`config.mk`:
```
export PLATFORM = sky130hd
export DESIGN_NAME = radix_number_to_ascii
export DESIGN_NICKNAME = d
export VERILOG_FILES = /design/src/rnta_pkg.sv /design/src/radix_number_to_ascii.sv /design/src/rnta_front.sv /design/src/rnta_queue.sv /design/src/rnta_back.sv
export SDC_FILE = /design/constraint.sdc
export NUM_CORES = 1
export LEC_CHECK = 0
export ABC_AREA = 1
export BUFFER_PORTS_ARGS = -buffer_cell sky130_fd_sc_hd__clkbuf_2
export CAP_MARGIN = 25
export CELL_PAD_IN_SITES_DETAIL_PLACEMENT = 1
export CELL_PAD_IN_SITES_GLOBAL_PLACEMENT = 1
export CORE_MARGIN = 2
export CORE_UTILIZATION = 45
export CTS_BUF_LIST = sky130_fd_sc_hd__clkbuf_4
export CTS_CLUSTER_DIAMETER = 50
export DETAILED_ROUTE_END_ITERATION = 7
export PLACE_DENSITY = 0.74
export SLEW_MARGIN = 20
export SYNTH_ARGS = -nofsm -noshare
export SYNTH_HDL_FRONTEND = slang
export SYNTH_HIERARCHICAL = 1
export SYNTH_SLANG_ARGS = --single-unit
```
`constraint.sdc`:
```
create_clock -name clock -period 6.33 [get_ports clock]
set_input_delay 0.9495 -clock clock [delete_from_list [all_inputs] [get_ports clock]]
set_output_delay 0.9495 -clock clock [all_outputs]
set_load 0.01 [all_outputs]
```
`src/rnta_pkg.sv`:
```
// ============================================================================
// rnta_pkg - shared types and constants for the radix number to ASCII block
// Character codes, radix and register codes, the job descriptor passed from
// the front end to the back end, and the digit-to-character mapping.
// ============================================================================
package rnta_pkg;

   localparam int DefaultValueWidth = 32;
   localparam int QueueDepth        = 2;
   localparam int QueueCountWidth   = $clog2(QueueDepth + 1);
   localparam int CharWidth         = 7;
   localparam int DigitWidth        = 4;

   typedef logic [CharWidth-1:0]  char_type;
   typedef logic [DigitWidth-1:0] digit_type;

   // first digit value that prints as a letter
   localparam digit_type LetterFirstDigit = 4'd10;

   localparam char_type CharZero    = 7'h30;
   localparam char_type CharUpperA  = 7'h41;
   localparam char_type CharLowerA  = 7'h61;
   localparam char_type CharDollar  = 7'h24;
   localparam char_type CharAt      = 7'h40;
   localparam char_type CharPercent = 7'h25;
   localparam char_type CharMinus   = 7'h2D;
   localparam char_type CharUpperH  = 7'h48;
   localparam char_type CharUpperO  = 7'h4F;
   localparam char_type CharUpperB  = 7'h42;
   localparam char_type CharLowerH  = 7'h68;
   localparam char_type CharLowerO  = 7'h6F;
   localparam char_type CharLowerB  = 7'h62;

   typedef enum logic [2:0] {
      RC_HEX    = 3'd0,
      RC_OCT    = 3'd1,
      RC_BIN    = 3'd2,
      RC_DEC    = 3'd3,
      RC_SDEC   = 3'd4,
      RC_HEX_NP = 3'd5,
      RC_OCT_NP = 3'd6,
      RC_BIN_NP = 3'd7
   } radix_code_type;

   typedef enum logic [0:0] {
      CSR_UPPERCASE    = 1'b0,
      CSR_SYNTAX_STYLE = 1'b1
   } csr_index_type;

   typedef enum logic [0:0] {
      STYLE_PREFIX = 1'b0,
      STYLE_SUFFIX = 1'b1
   } syntax_style_type;

   // digit size used by the back end; decimal runs through BCD as hex
   typedef enum logic [1:0] {
      DK_HEX = 2'd0,
      DK_OCT = 2'd1,
      DK_BIN = 2'd2
   } digit_kind_type;

   typedef struct packed {
      logic           is_dec;
      digit_kind_type kind;
      logic           pre_valid;
      logic           pre_if_letter;
      char_type       pre_char;
      logic           post_valid;
      char_type       post_char;
   } job_ctl_type;

   typedef struct packed {
      logic                       full;
      logic                       empty;
      logic [QueueCountWidth-1:0] count;
   } queue_status_type;

   typedef struct packed {
      logic idle;
   } back_status_type;

   function automatic logic [4:0] base_of(radix_code_type code);
      logic [4:0] base;
      unique case (code)
         RC_HEX, RC_HEX_NP: base = 5'd16;
         RC_OCT, RC_OCT_NP: base = 5'd8;
         RC_BIN, RC_BIN_NP: base = 5'd2;
         default:           base = 5'd10;
      endcase
      return base;
   endfunction

   // relaxed signed range upper bound: min(base, 10)
   function automatic logic [4:0] relax_limit_of(radix_code_type code);
      logic [4:0] limit;
      unique case (code)
         RC_OCT, RC_OCT_NP: limit = 5'd8;
         RC_BIN, RC_BIN_NP: limit = 5'd2;
         default:           limit = 5'd10;
      endcase
      return limit;
   endfunction

   function automatic char_type digit_char(digit_type d, logic upper);
      char_type c;
      if (d < LetterFirstDigit) begin
         c = CharZero + {3'b000, d};
      end else begin
         c = (upper ? CharUpperA : CharLowerA) + {3'b000, d - LetterFirstDigit};
      end
      return c;
   endfunction

endpackage

```
`src/radix_number_to_ascii.sv`:
```
// ============================================================================
// radix_number_to_ascii - number to ASCII text in a chosen radix
// Request beats carry a value, radix code, relax flag and operand width;
// response beats carry the text one character at a time, top digit first.
// ============================================================================
//
// Each request beat is turned into a stream of response beats, one ASCII
// character per beat, the final one marked by rsp_last_char. The front end
// classifies a request in the accept cycle and parks it in a two-deep job
// queue, so new requests are taken while the back end is still printing.
// The back end handles one number at a time: it picks up a job, runs
// binary-to-BCD conversion for the decimal forms, fills the digit store
// digit by digit, passes the sign or prefix slot, then sends one beat per
// digit and one for a suffix. The digit store has a single write port,
// used during generation, and a single read port, used during output.
// Output backpressure stalls only the read-out; the output register and a
// read stage keep one beat per cycle flowing while rsp_ready is high. The
// uppercase and syntax_style registers are written through the csr port
// and must only change while no number is in flight.
//
module radix_number_to_ascii import rnta_pkg::*; #(
   parameter int VALUE_WIDTH = DefaultValueWidth
) (
   input  logic                   clock,
   input  logic                   reset,
   // request channel
   input  logic                   req_valid,
   output logic                   req_ready,
   input  logic [VALUE_WIDTH-1:0] req_value,
   input  logic [2:0]             req_radix_code,
   input  logic                   req_relax,
   input  logic [5:0]             req_bit_width,
   // response channel
   output logic                   rsp_valid,
   input  logic                   rsp_ready,
   output logic [CharWidth-1:0]   rsp_char_code,
   output logic                   rsp_last_char,
   // register write port
   input  logic                   csr_write_enable,
   input  logic                   csr_index,
   input  logic                   csr_write_data
);

   localparam int CntWidth   = $clog2(VALUE_WIDTH + 1);
   localparam int QueueWidth = VALUE_WIDTH + CntWidth + $bits(job_ctl_type);

   // configuration registers
   logic             uppercase_ff,    uppercase_in;
   syntax_style_type syntax_style_ff, syntax_style_in;

   // front to queue
   logic                   q_push;
   logic [VALUE_WIDTH-1:0] push_value;
   logic [CntWidth-1:0]    push_pad;
   job_ctl_type            push_ctl;
   logic [QueueWidth-1:0]  push_data;

   // queue to back
   logic                   q_pop;
   logic [QueueWidth-1:0]  pop_data;
   logic [VALUE_WIDTH-1:0] pop_value;
   logic [CntWidth-1:0]    pop_pad;
   job_ctl_type            pop_ctl;
   queue_status_type       q_stat;
   back_status_type        b_stat;

   always_comb begin
      uppercase_in    = uppercase_ff;
      syntax_style_in = syntax_style_ff;
      if (csr_write_enable) begin
         unique case (csr_index_type'(csr_index))
            CSR_UPPERCASE:    uppercase_in    = csr_write_data;
            CSR_SYNTAX_STYLE: syntax_style_in = syntax_style_type'(csr_write_data);
            default:          ;
         endcase
      end
   end

   always_ff @(posedge clock) begin
      if (reset) begin
         uppercase_ff    <= 1'b0;
         syntax_style_ff <= STYLE_PREFIX;
      end else begin
         uppercase_ff    <= uppercase_in;
         syntax_style_ff <= syntax_style_in;
      end
   end

   rnta_front #(
      .VALUE_WIDTH (VALUE_WIDTH)
   ) u_front (
      .req_valid      (req_valid),
      .req_ready      (req_ready),
      .req_value      (req_value),
      .req_radix_code (req_radix_code),
      .req_relax      (req_relax),
      .req_bit_width  (req_bit_width),
      .uppercase      (uppercase_ff),
      .syntax_style   (syntax_style_ff),
      .q_stat         (q_stat),
      .push           (q_push),
      .push_value     (push_value),
      .push_pad       (push_pad),
      .push_ctl       (push_ctl)
   );

   assign push_data = {push_value, push_pad, push_ctl};

   rnta_queue #(
      .DATA_WIDTH (QueueWidth)
   ) u_queue (
      .clock     (clock),
      .reset     (reset),
      .push      (q_push),
      .push_data (push_data),
      .pop       (q_pop),
      .pop_data  (pop_data),
      .q_stat    (q_stat)
   );

   assign {pop_value, pop_pad, pop_ctl} = pop_data;

   rnta_back #(
      .VALUE_WIDTH (VALUE_WIDTH)
   ) u_back (
      .clock         (clock),
      .reset         (reset),
      .uppercase     (uppercase_ff),
      .q_stat        (q_stat),
      .pop           (q_pop),
      .pop_value     (pop_value),
      .pop_pad       (pop_pad),
      .pop_ctl       (pop_ctl),
      .b_stat        (b_stat),
      .rsp_valid     (rsp_valid),
      .rsp_ready     (rsp_ready),
      .rsp_char_code (rsp_char_code),
      .rsp_last_char (rsp_last_char)
   );

`ifndef SYNTHESIS
   // queue occupancy stays within its depth
   a_queue_bound: assert property (@(posedge clock) disable iff (reset)
      q_stat.count <= QueueCountWidth'(QueueDepth))
      else $error("job queue over its depth");

   // back end takes a job only between numbers
   a_pop_when_idle: assert property (@(posedge clock) disable iff (reset)
      q_pop |-> b_stat.idle)
      else $error("job popped while back end busy");

   // a taken job starts work on the next cycle
   a_pop_starts: assert property (@(posedge clock) disable iff (reset)
      q_pop |=> !b_stat.idle)
      else $error("back end stayed idle after pop");

   // idle back end never leaves a waiting job behind
   a_no_idle_wait: assert property (@(posedge clock) disable iff (reset)
      (b_stat.idle && !q_stat.empty) |-> q_pop)
      else $error("job left waiting while back end idle");
`endif

endmodule

```
`src/rnta_front.sv`:
```
// ============================================================================
// rnta_front - request classification
// Takes a request beat, picks the print form (padded radix, plain decimal,
// signed decimal), works out padding, prefix and suffix, and pushes a job.
// ============================================================================
module rnta_front import rnta_pkg::*; #(
   parameter  int VALUE_WIDTH = DefaultValueWidth,
   localparam int CntWidth    = $clog2(VALUE_WIDTH + 1)
) (
   input  logic                   req_valid,
   output logic                   req_ready,
   input  logic [VALUE_WIDTH-1:0] req_value,
   input  logic [2:0]             req_radix_code,
   input  logic                   req_relax,
   input  logic [5:0]             req_bit_width,
   input  logic                   uppercase,
   input  syntax_style_type       syntax_style,
   input  queue_status_type       q_stat,
   output logic                   push,
   output logic [VALUE_WIDTH-1:0] push_value,
   output logic [CntWidth-1:0]    push_pad,
   output job_ctl_type            push_ctl
);

   radix_code_type         code;
   logic [4:0]             base;
   logic [4:0]             limit;
   logic                   neg;
   logic [VALUE_WIDTH-1:0] mag;
   logic                   low_group;
   logic                   relax_plain;
   logic                   relax_signed;
   logic                   sign_neg;
   logic                   is_dec;
   logic [6:0]             bw_ext;
   logic [6:0]             bw_sat;
   logic [6:0]             oct_sum;
   logic [13:0]            oct_prod;
   job_ctl_type            ctl;
   logic [CntWidth-1:0]    pad;

   assign code      = radix_code_type'(req_radix_code);
   assign req_ready = !q_stat.full;
   assign push      = req_valid && req_ready;

   always_comb begin
      base   = base_of(code);
      limit  = relax_limit_of(code);
      neg    = req_value[VALUE_WIDTH-1];
      mag    = (~req_value) + VALUE_WIDTH'(1);
      bw_ext = {1'b0, req_bit_width};
      bw_sat = (bw_ext > 7'(VALUE_WIDTH)) ? 7'(VALUE_WIDTH) : bw_ext;
      // (bw + 2) / 3 by reciprocal, exact for bw <= 64
      oct_sum  = bw_sat + 7'd2;
      oct_prod = 14'(oct_sum) * 14'd171;

      case (code) inside
         RC_HEX, RC_OCT, RC_BIN, RC_DEC: low_group = 1'b1;
         default:                        low_group = 1'b0;
      endcase

      relax_plain  = req_relax && low_group && (req_value < VALUE_WIDTH'(base));
      relax_signed = req_relax && !low_group &&
                     (neg ? (mag < VALUE_WIDTH'(base)) : (req_value < VALUE_WIDTH'(limit)));
      sign_neg     = neg && (relax_signed || (code == RC_SDEC));
      is_dec       = relax_plain || relax_signed || (code == RC_DEC) || (code == RC_SDEC);

      ctl               = '0;
      ctl.kind          = DK_HEX;
      ctl.pre_char      = CharZero;
      ctl.post_char     = CharZero;
      pad               = '0;

      case (code) inside
         RC_HEX: begin
            pad = CntWidth'(bw_sat >> 2);
            if (syntax_style == STYLE_PREFIX) begin
               ctl.pre_valid = 1'b1;
               ctl.pre_char  = CharDollar;
            end else begin
               // leading zero only when the top digit is a letter
               ctl.pre_valid     = 1'b1;
               ctl.pre_if_letter = 1'b1;
               ctl.pre_char      = CharZero;
               ctl.post_valid    = 1'b1;
               ctl.post_char     = uppercase ? CharUpperH : CharLowerH;
            end
         end
         RC_OCT: begin
            ctl.kind = DK_OCT;
            pad      = CntWidth'(oct_prod >> 9);
            if (syntax_style == STYLE_PREFIX) begin
               ctl.pre_valid = 1'b1;
               ctl.pre_char  = CharAt;
            end else begin
               ctl.post_valid = 1'b1;
               ctl.post_char  = uppercase ? CharUpperO : CharLowerO;
            end
         end
         RC_BIN: begin
            ctl.kind = DK_BIN;
            pad      = CntWidth'(bw_sat);
            if (syntax_style == STYLE_PREFIX) begin
               ctl.pre_valid = 1'b1;
               ctl.pre_char  = CharPercent;
            end else begin
               ctl.post_valid = 1'b1;
               ctl.post_char  = uppercase ? CharUpperB : CharLowerB;
            end
         end
         RC_OCT_NP: ctl.kind = DK_OCT;
         RC_BIN_NP: ctl.kind = DK_BIN;
         default:   ctl.kind = DK_HEX;
      endcase

      if (is_dec) begin
         ctl               = '0;
         ctl.is_dec        = 1'b1;
         ctl.kind          = DK_HEX;
         ctl.pre_valid     = sign_neg;
         ctl.pre_char      = CharMinus;
         ctl.post_char     = CharZero;
         pad               = '0;
      end
   end

   assign push_value = sign_neg ? mag : req_value;
   assign push_pad   = pad;
   assign push_ctl   = ctl;

endmodule

```
`src/rnta_queue.sv`:
```
// ============================================================================
// rnta_queue - job queue between front and back end
// Small FIFO of classified jobs so request intake and character output
// stall independently.
// ============================================================================
module rnta_queue import rnta_pkg::*; #(
   parameter int DATA_WIDTH = 64
) (
   input  logic                  clock,
   input  logic                  reset,
   input  logic                  push,
   input  logic [DATA_WIDTH-1:0] push_data,
   input  logic                  pop,
   output logic [DATA_WIDTH-1:0] pop_data,
   output queue_status_type      q_stat
);

   localparam int PtrWidth = (QueueDepth > 1) ? $clog2(QueueDepth) : 1;
   localparam logic [PtrWidth-1:0] LastPtr = PtrWidth'(QueueDepth - 1);

   logic [DATA_WIDTH-1:0]      entry_ff [QueueDepth];
   logic [PtrWidth-1:0]        wr_ptr_ff, wr_ptr_in;
   logic [PtrWidth-1:0]        rd_ptr_ff, rd_ptr_in;
   logic [QueueCountWidth-1:0] count_ff,  count_in;

   always_comb begin
      wr_ptr_in = wr_ptr_ff;
      rd_ptr_in = rd_ptr_ff;
      if (push) begin
         wr_ptr_in = (wr_ptr_ff == LastPtr) ? '0 : wr_ptr_ff + PtrWidth'(1);
      end
      if (pop) begin
         rd_ptr_in = (rd_ptr_ff == LastPtr) ? '0 : rd_ptr_ff + PtrWidth'(1);
      end
      count_in = count_ff + QueueCountWidth'(push) - QueueCountWidth'(pop);
   end

   always_ff @(posedge clock) begin
      if (reset) begin
         wr_ptr_ff <= '0;
         rd_ptr_ff <= '0;
         count_ff  <= '0;
      end else begin
         wr_ptr_ff <= wr_ptr_in;
         rd_ptr_ff <= rd_ptr_in;
         count_ff  <= count_in;
      end
   end

   always_ff @(posedge clock) begin
      if (push) begin
         entry_ff[wr_ptr_ff] <= push_data;
      end
   end

   assign pop_data     = entry_ff[rd_ptr_ff];
   assign q_stat.full  = (count_ff == QueueCountWidth'(QueueDepth));
   assign q_stat.empty = (count_ff == '0);
   assign q_stat.count = count_ff;

endmodule

```
`src/rnta_back.sv`:
```
// ============================================================================
// rnta_back - digit generation and character output
// Runs binary-to-BCD for decimal, splits the value into digits into the
// digit store, then reads them back most significant first, framed by the
// prefix and suffix, through a read stage and an output register.
// ============================================================================
module rnta_back import rnta_pkg::*; #(
   parameter  int VALUE_WIDTH = DefaultValueWidth,
   localparam int CntWidth    = $clog2(VALUE_WIDTH + 1)
) (
   input  logic                   clock,
   input  logic                   reset,
   input  logic                   uppercase,
   input  queue_status_type       q_stat,
   output logic                   pop,
   input  logic [VALUE_WIDTH-1:0] pop_value,
   input  logic [CntWidth-1:0]    pop_pad,
   input  job_ctl_type            pop_ctl,
   output back_status_type        b_stat,
   output logic                   rsp_valid,
   input  logic                   rsp_ready,
   output logic [CharWidth-1:0]   rsp_char_code,
   output logic                   rsp_last_char
);

   localparam int IdxWidth  = $clog2(VALUE_WIDTH);
   localparam int DecDigits = (VALUE_WIDTH * 301) / 1000 + 1;
   localparam int WorkWidth = DigitWidth * DecDigits;

   typedef enum logic [2:0] {
      ST_IDLE,
      ST_DABBLE,
      ST_GEN,
      ST_PRE,
      ST_DIGITS,
      ST_POST
   } state_type;

   state_type              state_ff,       state_in;
   job_ctl_type            ctl_ff,         ctl_in;
   logic [CntWidth-1:0]    pad_ff,         pad_in;
   logic [VALUE_WIDTH-1:0] bin_ff,         bin_in;
   logic [WorkWidth-1:0]   work_ff,        work_in;
   logic [CntWidth-1:0]    count_ff,       count_in;
   digit_type              top_digit_ff,   top_digit_in;
   logic                   s1_valid_ff,    s1_valid_in;
   logic                   s1_is_digit_ff, s1_is_digit_in;
   char_type               s1_char_ff,     s1_char_in;
   logic                   s1_last_ff,     s1_last_in;
   logic                   rsp_valid_ff,   rsp_valid_in;
   char_type               rsp_char_ff,    rsp_char_in;
   logic                   rsp_last_ff,    rsp_last_in;

   digit_type              digit_store_ff [VALUE_WIDTH];
   digit_type              rd_data_ff;
   logic                   wr_en;
   logic [IdxWidth-1:0]    wr_addr;
   digit_type              wr_digit;
   logic                   rd_en;
   logic [IdxWidth-1:0]    rd_addr;

   logic                   s1_move;
   logic                   can_issue;
   digit_type              digit;
   logic [WorkWidth-1:0]   work_shift;
   logic [WorkWidth-1:0]   bcd_adj;
   logic [CntWidth-1:0]    count_inc;
   logic [CntWidth-1:0]    count_dec;
   logic                   has_pre;

   always_comb begin
      s1_move   = s1_valid_ff && (!rsp_valid_ff || rsp_ready);
      can_issue = !s1_valid_ff || s1_move;
      count_inc = count_ff + CntWidth'(1);
      count_dec = count_ff - CntWidth'(1);
      has_pre   = ctl_ff.pre_valid &&
                  (!ctl_ff.pre_if_letter || (top_digit_ff >= LetterFirstDigit));

      case (ctl_ff.kind)
         DK_OCT: begin
            digit      = {1'b0, work_ff[2:0]};
            work_shift = work_ff >> 3;
         end
         DK_BIN: begin
            digit      = {3'b000, work_ff[0]};
            work_shift = work_ff >> 1;
         end
         default: begin
            digit      = work_ff[3:0];
            work_shift = work_ff >> 4;
         end
      endcase

      // shift-add-3 correction, each BCD digit on its own
      for (int i = 0; i < DecDigits; i++) begin
         bcd_adj[DigitWidth*i +: DigitWidth] =
            (work_ff[DigitWidth*i +: DigitWidth] >= 4'd5) ?
            work_ff[DigitWidth*i +: DigitWidth] + 4'd3 :
            work_ff[DigitWidth*i +: DigitWidth];
      end
   end

   always_comb begin
      state_in       = state_ff;
      ctl_in         = ctl_ff;
      pad_in         = pad_ff;
      bin_in         = bin_ff;
      work_in        = work_ff;
      count_in       = count_ff;
      top_digit_in   = top_digit_ff;
      s1_valid_in    = s1_valid_ff && !s1_move;
      s1_is_digit_in = s1_is_digit_ff;
      s1_char_in     = s1_char_ff;
      s1_last_in     = s1_last_ff;
      rsp_valid_in   = rsp_valid_ff;
      rsp_char_in    = rsp_char_ff;
      rsp_last_in    = rsp_last_ff;
      pop            = 1'b0;
      wr_en          = 1'b0;
      wr_addr        = count_ff[IdxWidth-1:0];
      wr_digit       = digit;
      rd_en          = 1'b0;
      rd_addr        = count_dec[IdxWidth-1:0];

      // output register
      if (s1_move) begin
         rsp_valid_in = 1'b1;
         rsp_char_in  = s1_is_digit_ff ? digit_char(rd_data_ff, uppercase) : s1_char_ff;
         rsp_last_in  = s1_last_ff;
      end else if (rsp_ready) begin
         rsp_valid_in = 1'b0;
      end

      unique case (state_ff)
         ST_IDLE: begin
            if (!q_stat.empty) begin
               pop      = 1'b1;
               ctl_in   = pop_ctl;
               pad_in   = pop_pad;
               count_in = '0;
               if (pop_ctl.is_dec) begin
                  bin_in   = pop_value;
                  work_in  = '0;
                  count_in = CntWidth'(VALUE_WIDTH);
                  state_in = ST_DABBLE;
               end else begin
                  work_in  = WorkWidth'(pop_value);
                  state_in = ST_GEN;
               end
            end
         end
         ST_DABBLE: begin
            work_in  = {bcd_adj[WorkWidth-2:0], bin_ff[VALUE_WIDTH-1]};
            bin_in   = bin_ff << 1;
            count_in = count_dec;
            if (count_ff == CntWidth'(1)) begin
               state_in = ST_GEN;
            end
         end
         ST_GEN: begin
            wr_en        = 1'b1;
            top_digit_in = digit;
            work_in      = work_shift;
            count_in     = count_inc;
            if ((work_shift == '0) && !(count_inc < pad_ff)) begin
               state_in = ST_PRE;
            end
         end
         ST_PRE: begin
            if (!has_pre) begin
               state_in = ST_DIGITS;
            end else if (can_issue) begin
               s1_valid_in    = 1'b1;
               s1_is_digit_in = 1'b0;
               s1_char_in     = ctl_ff.pre_char;
               s1_last_in     = 1'b0;
               state_in       = ST_DIGITS;
            end
         end
         ST_DIGITS: begin
            if (can_issue) begin
               rd_en          = 1'b1;
               s1_valid_in    = 1'b1;
               s1_is_digit_in = 1'b1;
               s1_last_in     = (count_ff == CntWidth'(1)) && !ctl_ff.post_valid;
               count_in       = count_dec;
               if (count_ff == CntWidth'(1)) begin
                  state_in = ctl_ff.post_valid ? ST_POST : ST_IDLE;
               end
            end
         end
         ST_POST: begin
            if (can_issue) begin
               s1_valid_in    = 1'b1;
               s1_is_digit_in = 1'b0;
               s1_char_in     = ctl_ff.post_char;
               s1_last_in     = 1'b1;
               state_in       = ST_IDLE;
            end
         end
         default: state_in = ST_IDLE;
      endcase
   end

   always_ff @(posedge clock) begin
      if (reset) begin
         state_ff     <= ST_IDLE;
         s1_valid_ff  <= 1'b0;
         rsp_valid_ff <= 1'b0;
         count_ff     <= '0;
      end else begin
         state_ff     <= state_in;
         s1_valid_ff  <= s1_valid_in;
         rsp_valid_ff <= rsp_valid_in;
         count_ff     <= count_in;
      end
      ctl_ff         <= ctl_in;
      pad_ff         <= pad_in;
      bin_ff         <= bin_in;
      work_ff        <= work_in;
      top_digit_ff   <= top_digit_in;
      s1_is_digit_ff <= s1_is_digit_in;
      s1_char_ff     <= s1_char_in;
      s1_last_ff     <= s1_last_in;
      rsp_char_ff    <= rsp_char_in;
      rsp_last_ff    <= rsp_last_in;
   end

   // digit store, one write and one registered read port
   always_ff @(posedge clock) begin
      if (wr_en) begin
         digit_store_ff[wr_addr] <= wr_digit;
      end
      if (rd_en) begin
         rd_data_ff <= digit_store_ff[rd_addr];
      end
   end

   assign b_stat.idle   = (state_ff == ST_IDLE);
   assign rsp_valid     = rsp_valid_ff;
   assign rsp_char_code = rsp_char_ff;
   assign rsp_last_char = rsp_last_ff;

endmodule

```
==> run_results.csv <==
group,metric,value,unit
finish,area_delta_synth_final,9.75,%
synthesis,synthFlopType,"edfxtp_1",
floorplan,dieArea,0.0482,sq mm
power,clkPwrFrac,21.2,%
synthesis,async_flop_share,0,%
worst_setup_path,crit_family,"adder cells",
synthesis,synth.avg_cell_area,9.69,sq um
worst_hold_path,holdCritPathClass,"in -> reg",
synthesis,ys_ff_latch,383,
worst_setup_path,crit_chain,"clkbuf_2, inv_1, nand3_1, o21ai_0, inv_1, nor2_1, nand3_1, xor2_1, ha_1, fa_1, inv_1, fa_1, inv_1, fa_1, ha_1, a21oi_1, o21ai_0, a211oi_1, nand3_1, nand2_1, o21ai_0, a21oi_1, nor2_1",
worst_setup_path,start_kind,"input pin",
floorplan,initial_core_util,45.9,%
worst_setup_path,reg2reg_slack,2.93,ns
job,maxCapViolations,0,
route,wire_per_inst,18.6,um
finish,drive_gt1_share,15.3,%
route,vias_per_cell,5.41,
synthesis,synth_edf_count,365,
global_route,track_usage,23.1,%
worst_setup_path,cp.buffers_inverters,5,
sta,grt_setup_unrepaired,"false",
route,drc_errors,0,
worst_setup_path,critPathRequiredTime,6.86,ns
clock_tree,ctsRootBufferMaster,"clkbuf_4",
clock_tree,cts_buffer_depth,3,
synthesis,yosysWarnings,6,
clock_tree,cts_resized,0,
synthesis,synth_common_cells,"nand2_1 (540), edfxtp_1 (365), nor2_1 (266), inv_1 (197), nand3_1 (117)",
global_route,grt_pass1_wl,88300,um
floorplan,num_io_pins,59,
route,met1_length,24500,um
floorplan,die_w,219,um
clock_tree,ctsHoldBuffers,0,
place,dp_hpwl,37800,um
worst_setup_path,arrival,5.51,ns
place,io_buffers,58,
route,wl_met2,26700,um
power,power.share.sequential,38.3,%
route,dr_wl_met3,2100,um
worst_setup_path,endpoint_kind,"register",
floorplan,core,0.0456,sq mm
route,ant_nets,0,
synthesis,yosysUniqueCellTypes,58,
global_route,grt.overflow.total,0,
sta,finalHoldViolations,0,
floorplan,fp-row-count,78,
floorplan,die_h,219,um
sta,fmax,0.201,GHz
global_route,antenna_found_initial,1,
clock_tree,cts.sinks,383,
synthesis,syn-cell-area,0.0209,sq mm
power,power_density,459,mW/mm^2
power,p_sw,0.00428,W
sta,drv_slew,0,
power,cellInternalPower,0.00625,W
power,vdd_drop_max,0.000243,V
synthesis,synth.most_common_cell,"nand2_1",
worst_setup_path,cpMostUsedCell,"inv_1",
clock_tree,cts_max_level,3,
route,first_pass_iters,5,
power,combPwrFrac,40.4,%
clock_tree,clk_pin_slew,0.06,ns
global_route,grt_pass1_vias,16602,
run_status,status,"finished, final reports clean",
route,drtIter0Drc,906,
finish,fin_nets,2386,
synthesis,synth_seq_area_share,54.2,%
synthesis,yosysTopAreaCellShare,52.4,%
synthesis,yosys.area.top_type,"edfxtp_1",
worst_setup_path,critPathKind,"in -> reg",
route,routed.top_layer,"met4",
clock_tree,clk_latency,0.80,ns
route,dr_total_vias,15844,
worst_setup_path,cp_slowest_stage_delay,0.57,ns
place,place.gp.congestion,0.864,
power,power,0.0105,W
synthesis,postSynthCellCount,2157,
synthesis,synth_area_leaders,"edfxtp_1 (52%), nand2_1 (9.7%), nor2_1 (4.8%)",
power,p_leak,9.20,nW
clock_tree,post-cts-setup-buffer-count,0,
worst_setup_path,critPathSlowestCell,"fa_1",
global_route,grt_max_degree,72,
power,sw_frac_of_total,40.7,%
sta,fin_skew,0.0608,ns
sta,setup_violations,0,
sta,relSlewSlack,34.0,%
sta,period_minus_slack,4.97,ns
clock_tree,cts_made_buffers,101,
sta,worstMarginPinSlew,0.989,ns
worst_setup_path,cp_max_fo,4,
clock_tree,cts_tree,"built",
route,routed_wirelength,54300,um
sta,tns,0,ns
sta,fin_crit_sh,78.6,%
worst reg2reg max path: stages (launching register included):
cell and delay [ns]:
dfxtp_2 0.34, buf_4 0.61, ha_1 0.37, nand2_1 0.09
a221oi_1 0.52, ha_1 0.34, nand2_1 0.08, o21ai_0 0.10
a21oi_1 0.25, nor2_1 0.09, nand3_1 0.14, nand2_2 0.13
a21oi_1 0.17, nor2_1 0.06
layout make-up:
type	count	area [sq um]
clock inverter	32	249
timing repair buffer	75	445
multi-input combinational	1482	8290
inverter	209	792
sequential	383	11300
clock buffer	144	1080
tap	600	751
antenna	1	2.50
fill	5205	22600
cells in the final DEF, fill, tap and decap left out, drive strengths merged, types with 9 or more instances in the layout:
cell,count
dfxtp,18
clkinv,25
buf,17
fa,9
o32ai,17
o221ai,43
nand2,552
o211ai,20
ha,76
nor2,279
inv,211
edfxtp,365
nor3,9
a21oi,68
nand3,119
o21ai,126
xor2,11
clkbuf,202
mux2,65
nand4,17
mux2i,16
final timing paths:
kind                                   startpoint                                 to  depth (start not counted)
setup / recovery                 req_bit_width[4]  u_queue/entry_ff[0][23]$_DFFE_PP_                         23
hold / removal                       req_value[0]  u_queue/entry_ff[0][26]$_DFFE_PP_                          1
setup reg to reg  u_back/count_ff[0]$_SDFFE_PP0P_    u_back/state_ff[0]$_SDFFE_PP0P_                         13
hold reg to reg       u_back/s1_last_ff$_DFFE_PP_     u_back/rsp_last_char$_DFFE_PP_                          0
power by group through the flow:
stage               clock (W)  combinational, W  sequential [W]
floorplan                   0           0.00305         0.00398
global placement            0           0.00404         0.00406
detailed placement          0           0.00422         0.00408
CTS                   0.00231           0.00425         0.00404
global route          0.00243           0.00476         0.00410
finish                0.00223           0.00426         0.00404
registers in the layout, summed over array words and instances (netlist names), 7 cells and up, named ones only:
register and flops:
u_back/digit_store_ff 128, u_queue/entry_ff 116, u_back/work_ff 40, u_back/bin_ff 32, u_back/ctl_ff 19, u_back/rsp_char_code 7, u_back/s1_char_ff 7
per-layer routing:
| metal | vias up | track usage, % |
|---|---|---|
| li1 | 7679 | - |
| met1 | 7782 | 30.4 |
| met2 | 313 | 39.2 |
| met3 | 70 | 3.48 |
| met4 | 0 | 7.48 |
| met5 | - | 0 |
stage by stage:
step / std cells / instance area, sq um / worst slack, ns / hold slack [ns] / util (%)
global route: 2926 / 22900 / 1.01 / 0.330 / 50.3
finish: 2926 / 22900 / 1.36 / 0.397 / 50.3
CTS: 2924 / 22900 / 1.39 / 0.294 / 50.3
detailed placement: 2748 / 21600 / 0.488 / 0.475 / 47.4
floorplan: 2159 / 20900 / 1.21 / 0.400 / -
global placement: 2747 / 21600 / 0.502 / 0.493 / 47.3
cells by family after synthesis:
family | count (synthesis) | synth area share, %
buffers and inverters | 294 | 6.30
and+or+nand+nor | 991 | 19.7
adders and majority gates | 85 | 5.41
muxes | 81 | 4.63
AOI/OAI and AO/OA | 306 | 9.10
xor gates and xnor gates | 16 | 0.706
DFF | 383 | 54.2
other | 1 | 0.0179
No activity file was read; power rests on OpenSTA's default activity.
